File: src/brb_pkg.sv
`timescale 1ns / 1ps
package brb_pkg;

  localparam int unsigned CapW         = 11;
  localparam int unsigned CountW       = 10;
  localparam int unsigned PctW         = 7;
  localparam int unsigned ByteW        = 8;
  // count * 100 with count below capacity fits here
  localparam int unsigned NumW         = CapW + PctW;
  localparam int unsigned DefDepth     = 1024;
  localparam int unsigned CapReset     = 1024;
  localparam int unsigned PercentScale = 100;

  typedef enum logic [1:0] {
    CmdPush  = 2'd0,
    CmdPop   = 2'd1,
    CmdPeek  = 2'd2,
    CmdQuery = 2'd3
  } cmd_e;

  typedef struct packed {
    cmd_e             command;
    logic [ByteW-1:0] write_byte;
  } in_item_t;

  typedef struct packed {
    logic [ByteW-1:0]  read_byte;
    logic              success;
    logic [CountW-1:0] fill_count;
    logic [PctW-1:0]   fill_percent;
  } out_item_t;

  typedef struct packed {
    logic idle;
    logic exec;
    logic fill_load;
    logic out_load;
  } ctrl_cmd_t;

  typedef struct packed {
    logic div_last;
    logic out_free;
  } dp_status_t;

endpackage

File: src/brb_ctrl.sv
`timescale 1ns / 1ps
module brb_ctrl
  import brb_pkg::*;
(
  input  logic       clk_i,
  input  logic       rst_ni,
  input  logic       in_valid_i,
  output logic       in_stall_o,
  input  dp_status_t sts_i,
  output ctrl_cmd_t  cmd_o
);

  typedef enum logic [1:0] {
    S_IDLE,
    S_FILL,
    S_DIV,
    S_HOLD
  } state_e;

  state_e state_q, state_d;

  always_comb begin
    cmd_o.idle      = (state_q == S_IDLE);
    cmd_o.exec      = (state_q == S_IDLE) && in_valid_i;
    cmd_o.fill_load = (state_q == S_FILL);
    cmd_o.out_load  = (state_q == S_HOLD) && sts_i.out_free;
  end

  assign in_stall_o = !cmd_o.idle;

  always_comb begin
    state_d = state_q;
    unique case (state_q)
      S_IDLE: begin
        if (in_valid_i) state_d = S_FILL;
      end
      S_FILL: state_d = S_DIV;
      S_DIV: begin
        if (sts_i.div_last) state_d = S_HOLD;
      end
      S_HOLD: begin
        if (sts_i.out_free) state_d = S_IDLE;
      end
      default: state_d = S_IDLE;
    endcase
  end

  always_ff @(posedge clk_i or negedge rst_ni) begin
    if (!rst_ni) begin
      state_q <= S_IDLE;
    end else begin
      state_q <= state_d;
    end
  end

  // accepted beat is followed by the fill pass
  a_accept_fill: assert property (@(posedge clk_i) disable iff (!rst_ni)
    (in_valid_i && !in_stall_o) |=> cmd_o.fill_load)
    else $error("fill pass did not follow accepted beat");

  // divider reports its last step after each fill pass
  a_div_len: assert property (@(posedge clk_i) disable iff (!rst_ni)
    cmd_o.fill_load |-> ##(PctW) sts_i.div_last)
    else $error("divider length mismatch");

  a_excl: assert property (@(posedge clk_i) disable iff (!rst_ni)
    $onehot0({cmd_o.exec, cmd_o.fill_load, cmd_o.out_load, sts_i.div_last}))
    else $error("overlapping control phases");

endmodule

File: config.mk
export PLATFORM = sky130hd
export DESIGN_NAME = brb_ctrl
export DESIGN_NICKNAME = d
export VERILOG_FILES = /design/src/brb_pkg.sv /design/src/brb_ctrl.sv
export SDC_FILE = /design/constraint.sdc
export NUM_CORES = 1
export LEC_CHECK = 0
export BUFFER_PORTS_ARGS = -buffer_cell sky130_fd_sc_hd__clkbuf_2
export CORE_AREA = 2 2 39 41
export DETAILED_ROUTE_END_ITERATION = 6
export DIE_AREA = 0 0 41 43
export HOLD_SLACK_MARGIN = 0.12
export PLACE_DENSITY = 0.3
export RECOVER_POWER = 25
export SKIP_CTS_REPAIR_TIMING = 1
export SLEW_MARGIN = 20
export SYNTH_ARGS = -nofsm -noshare
export SYNTH_HDL_FRONTEND = slang
export SYNTH_SLANG_ARGS = --single-unit
File: constraint.sdc
create_clock -name clk_i -period 3.2 [get_ports clk_i]
set_input_delay 0.8 -clock clk_i [delete_from_list [all_inputs] [get_ports clk_i]]
set_output_delay 0.8 -clock clk_i [all_outputs]
set_load 0.02 [all_outputs]
==> summary.md, run 1 <==
| Metric | Value |
|---|---|
| Result of the run | `completed` |
| Later-pin clock latency in the skew report | `220 ps` |
| Via count of the first global-routing pass | `approximately 170` |
| Number of clock buffers inserted by TritonCTS | `3` |
| Final GP Congestion | `0.548` |
| Most common cell after layout, fill and taps aside | `sky130_fd_sc_hd__clkbuf_2` |
| Effective utilization at floorplan | `13.0%` |
| Setup TNS after final layout | `0 ps` |
| Fin. Hold Viols | `0` |
| Initial drt markers | `6` |
| Fraction of the cycle the final worst path needs | `64.2%` |
| Class of the most critical setup path | `flop to primary output` |
| Number of search-and-repair iterations in the first detailed-routing pass | `5` |
| Cell area after synthesis | `180 sq um` |
| Global-route wire length before repair | `a little under 600 um` |
| Leftover overflow at the end of global routing | `0` |
| Post-synthesis sequential element count | `2` |
| Layer carrying the most global-route usage | `met2` |
| Count of endpoints failing setup in the final report | `0` |
| Max clock buf depth | `2` |
| CTS tree | `yes` |
| Clock tree root driver cell | `sky130_fd_sc_hd__clkbuf_4` |
| # clock sinks | `2` |
| Commonest cells after routing, fill and taps aside | `8 x sky130_fd_sc_hd__clkbuf_2, 6 x sky130_fd_sc_hd__inv_1, 5 x sky130_fd_sc_hd__ha_1` |
| Yosys Warn Count | `0` |
| Critical path required time | `2400 ps` |
| I/O pin cnt | `10` |
| Via Count | `163` |
| Peak supply drop | `367 uV` |
| Cell depth of the worst flop-to-flop path | `4` |
| Critical path arrival | `1250 ps` |
| Net count after synthesis | `29` |
| Number of port buffers | `9` |
| GR met3 Demand/Resource | `1.57%` |
| Maximum number of pins on one net before global-route repair | `5` |
| Cell area after placement | `245 sq um` |
| Post-DRT Antenna Nets | `0` |
| Combined area of the multi-input logic cells | `108 sq um` |
| Floorplan core area | `0.00138 sq mm` |
| Storage element area | `50.0 sq um` |
| Number of antenna cells inserted | `0` |
| Largest register by flop count | `state_q` |
| Number of cells in the design after placement | `44` |
| Layout cell share with drive strength beyond 1 | `35.5%` |
| Setup slack at placement | `1220 ps` |
| Global routing met2 resource utilization | `about 7%` |
| Layout Cells excl Fill | `47` |
| Via-to-Cell Ratio | `3.47` |
| Final WS setup | `1150 ps` |
| Slew headroom | `70.5%` |
| Critical path peak fanout | `4` |
| Max-cap violations | `0` |
| GR Util All Layers | `5.03%` |
| Die Outline Area | `0.00176 sq mm` |
| Number of pins with negative max-slew slack in the final report | `0` |
| Largest register FFs | `2` |
| Regs by FF count | `state_q x2` |
| Number of rows in the core area | `14` |
| Total power divided by cell area | `986 mW/mm^2` |
| Detailed-route wire length | `343 um` |
| Fin Clk Skew | `1.44 ps` |
| Count of unresolved DRC violations after routing | `0` |
| Post-layout nets | `43` |
| RSZ-0062 raised after global routing | `false` |
| Static Leak | `0.161 nW` |
| Sequential fraction of the synthesis area | `27.8%` |
| Worst-Margin Slew | `between 400 and 500 ps` |
| Kind of start point of the critical path | `flop` |
| Post-Syn Instances | `19` |
| Syn-to-layout area delta | `47.9%` |
| Post-route minimum period | `2050 ps` |
| Worst hold slack after final layout | `around 360 ps` |
| Category of the worst setup path capture point | `primary output` |
| Number of inserted filler cells in the final layout | `164` |
| H-tree levels | `1` |
| Chip height | `43 um` |
| Die boundary width | `41 um` |
| Number of antenna violations at the first check in global routing | `0` |
| GR Util met1 | `6.13%` |
| Register clock-pin slew on the reported worst setup and hold paths | `30 ps` |
| Mean Syn Cell Area | `approximately 9.5 sq um` |
| Average wire per standard cell | `~7.3 um` |
| Path type of the worst min-delay path | `input port to async pin` |
| Peak Freq | `0.487 GHz` |
| Count of distinct cell types in the synthesized netlist | `8` |
| Post-route cell area | `267 sq um` |
-- metrics by stage --
step | util (%) | total power, mW
final | 19.3 | 0.263
after global routing | 19.3 | 0.299
after CTS | 19.3 | 0.272
after detailed placement | 17.7 | 0.214
after global placement | 17.7 | 0.212
after floorplan | - | 0.170
-- report_power, final --
part | leakage (nW) | total (mW) | internal [mW] | switching [mW]
Combinational | 0.123 | 0.156 | 0.0628 | 0.0935
Sequential | 0.0235 | 0.0522 | 0.0402 | 0.0119
Clock | 0.0138 | 0.0542 | 0.0413 | 0.0130
-- synthesized netlist by cell type --
cell / instances / area [sq um]
sky130_fd_sc_hd__inv_1: 6 / 22.5
sky130_fd_sc_hd__ha_1: 5 / 62.6
sky130_fd_sc_hd__dfrtp_1: 2 / 50.1
sky130_fd_sc_hd__nor2_1: 2 / 7.51
sky130_fd_sc_hd__a222oi_1: 1 / 10.0
sky130_fd_sc_hd__and2_1: 1 / 6.26
sky130_fd_sc_hd__mux2_1: 1 / 11.3
sky130_fd_sc_hd__mux2i_1: 1 / 10.0
-- layout make-up --
| type | instances | share of cell area [%] |
|---|---|---|
| Multi-Input combinational cell | 11 | 40.4 |
| Sequential cell | 2 | 18.8 |
| Clock buffer | 3 | 8.45 |
| Tap cell | 16 | 7.51 |
| Inverter | 6 | 8.45 |
| Timing Repair Buffer | 9 | 16.4 |
-- worst max-delay path: stages (launching register included) --
cell and delay [ps]:
sky130_fd_sc_hd__dfrtp_1 390, sky130_fd_sc_hd__inv_1 120, sky130_fd_sc_hd__ha_1 210, sky130_fd_sc_hd__inv_1 60, sky130_fd_sc_hd__nor2_1 90, sky130_fd_sc_hd__clkbuf_2 170
-- worst paths after layout --
path | end | from | slack [ps]
worst max-delay path | cmd_o[2] | state_q[0] | 1150
min in group clk_i | state_q[1] | state_q[1] | 560
worst max register to register | state_q[1] | state_q[0] | 1580
worst min register to register | state_q[1] | state_q[1] | 560
max in group asynchronous | state_q[0] | rst_ni | 2720
worst min-delay path | state_q[1] | rst_ni | 360
-- metal layers --
metal	wire, um	vias to the layer above
met4	0	0
li1	-	83
met3	28	0
met2	139	9
met1	175	71
met5	0	-
-- logic make-up (layout without fill, tap and decap cells) --
logic type / count (synthesis) / after routing / synth area share, %
muxes: 2 / 2 / 11.8
AOI/OAI and AO/OA: 1 / 1 / 5.56
and+or+nand+nor: 3 / 3 / 7.64
buffers and inverters: 6 / 18 / 12.5
adders and majority gates: 5 / 5 / 34.7
DFF: 2 / 2 / 27.8
Power figures use the tool's default switching activity.
==> inputs of run 2 (changes only) <==
Clock period 3.2 ns to 2 ns, I/O delays scaled along.
==> run 2 against run 1 <==
Total power is 61% higher. Worst setup slack got worse by 900 ps. Worst hold slack gained 200 ps. Flip-flop and latch count unchanged. Die area stayed put. Clock power increased by 61%. Combinational power grew 62%. Critical path type unchanged. Critical endpoint unchanged. Largest cell class unchanged. Largest power group unchanged.
==> summary.md, run 2 (synthesis gave the netlist of run 1 again) <==
| Metric | Value |
|---|---|
| Die Outline Area | `about 0.0018 sq mm` |
| Peak supply drop | `338 uV` |
| Largest register FFs | `2` |
| Final Util | `between 10% and 20%` |
| Post-route minimum period | `1760 ps` |
| Final WS setup | `244 ps` |
| Slew headroom | `69.0%` |
| Maximum number of pins on one net before global-route repair | `5` |
| Post-route total power | `about 0.42 mW` |
| Fin Clk Skew | `0.735 ps` |
| Number of antenna cells inserted | `0` |
| Kind of start point of the critical path | `flop` |
| Count of endpoints failing setup in the final report | `0` |
| Number of cells in the design after placement | `44` |
| Chip height | `43 um` |
| Floorplan core area | `0.00138 sq mm` |
| Global routing met2 resource utilization | `5.63%` |
| Setup TNS after final layout | `0 ps` |
| Effective utilization at floorplan | `13.0%` |
| Die boundary width | `41 um` |
| Layout Cells excl Fill | `48` |
| Clock tree root driver cell | `sky130_fd_sc_hd__clkbuf_4` |
| Post-layout nets | `44` |
| Setup slack at placement | `345 ps` |
| Final GP Congestion | `0.575` |
| Max clock buf depth | `2` |
| GR met3 Demand/Resource | `3.14%` |
| CTS tree | `yes` |
| Peak Freq | `between 0.5 and 0.6 GHz` |
| Number of search-and-repair iterations in the first detailed-routing pass | `4` |
| RSZ-0062 raised after global routing | `false` |
| Path type of the worst min-delay path | `flop to flop` |
| Number of antenna violations at the first check in global routing | `0` |
| Commonest cells after routing, fill and taps aside | `8 x sky130_fd_sc_hd__clkbuf_2, 6 x sky130_fd_sc_hd__inv_1, 5 x sky130_fd_sc_hd__ha_1` |
| Average wire per standard cell | `6.73 um` |
| Class of the most critical setup path | `flop to primary output` |
| Critical path required time | `1500 ps` |
| # clock sinks | `2` |
| H-tree levels | `1` |
| Count of unresolved DRC violations after routing | `0` |
| Via Count | `167` |
| Fin. Hold Viols | `0` |
| Result of the run | `completed` |
| Worst hold slack after final layout | `554 ps` |
| Layout cell share with drive strength beyond 1 | `34.4%` |
| Post-route cell area | `approximately 280 sq um` |
| Number of clock buffers inserted by TritonCTS | `3` |
| Via count of the first global-routing pass | `~150` |
| Leftover overflow at the end of global routing | `0` |
| Number of pins with negative max-slew slack in the final report | `0` |
| Critical path peak fanout | `4` |
| Register clock-pin slew on the reported worst setup and hold paths | `30 ps` |
| Category of the worst setup path capture point | `primary output` |
| Initial drt markers | `4` |
| Cell area after placement | `245 sq um` |
| Largest register by flop count | `state_q` |
| Most common cell after layout, fill and taps aside | `sky130_fd_sc_hd__clkbuf_2` |
| Detailed-route wire length | `323 um` |
| Max-cap violations | `0` |
| Syn-to-layout area delta | `53.5%` |
| Worst-Margin Slew | `466 ps` |
| Via-to-Cell Ratio | `3.48` |
| Regs by FF count | `state_q x2` |
| Global-route wire length before repair | `469 um` |
| Number of port buffers | `9` |
| Total power divided by cell area | `1530 mW/mm^2` |
| Number of rows in the core area | `14` |
| Half-perimeter wire length after placement | `280 um` |
| I/O pin cnt | `10` |
| GR Util met1 | `under 10%` |
| Post-DRT Antenna Nets | `0` |
| Later-pin clock latency in the skew report | `220 ps` |
| Layer carrying the most global-route usage | `met4` |
| Static Leak | `0.165 nW` |
| Fraction of the cycle the final worst path needs | `87.8%` |
| GR Util All Layers | `4.72%` |
| Critical path arrival | `roughly 1300 ps` |
==> run 2: cell count changes in the layout (fill, tap and decap cells not counted) <==
cell / change
sky130_fd_sc_hd__dlygate4sd3_1: +1
==> run 2: per-layer routing <==
layer	wire, um	vias to the layer above
met5	0	-
met4	0	0
met3	46	0
met2	137	9
met1	140	71
li1	-	87
==> run 2: path summary, 6_finish.rpt <==
| kind | startpoint | endpoint | slack (ps) | cells past startpoint |
|---|---|---|---|---|
| worst min-delay path | state_q[1] | state_q[1] | 550 | 1 |
| max in group asynchronous | rst_ni | state_q[0] | 1280 | 2 |
| min in group asynchronous | rst_ni | state_q[1] | 590 | 2 |
| worst min register to register | state_q[1] | state_q[1] | 550 | 1 |
| worst max-delay path | state_q[0] | cmd_o[2] | 240 | 5 |
| worst max register to register | state_q[0] | state_q[1] | 370 | 4 |
==> run 2: area by class of cell <==
type,count,area [sq um]
fill,164,1110
clock buffer,3,22.5
timing repair buffer,10,53.8
inverter,6,22.5
sequential,2,50.0
multi-input combinational,11,108
tap,16,20.0
==> run 2: power by group <==
group | internal (mW) | total (mW) | leakage [nW] | switching [mW]
Combinational | 0.101 | 0.252 | 0.128 | 0.151
Sequential | 0.0644 | 0.0834 | 0.0235 | 0.0190
Clock | 0.0660 | 0.0872 | 0.0138 | 0.0212
==> run 2: worst max-delay path, stage by stage, from the launching register on <==
cell and delay, ps:
sky130_fd_sc_hd__dfrtp_1 390, sky130_fd_sc_hd__inv_1 120, sky130_fd_sc_hd__ha_1 210, sky130_fd_sc_hd__inv_1 60
sky130_fd_sc_hd__nor2_1 90, sky130_fd_sc_hd__clkbuf_2 170
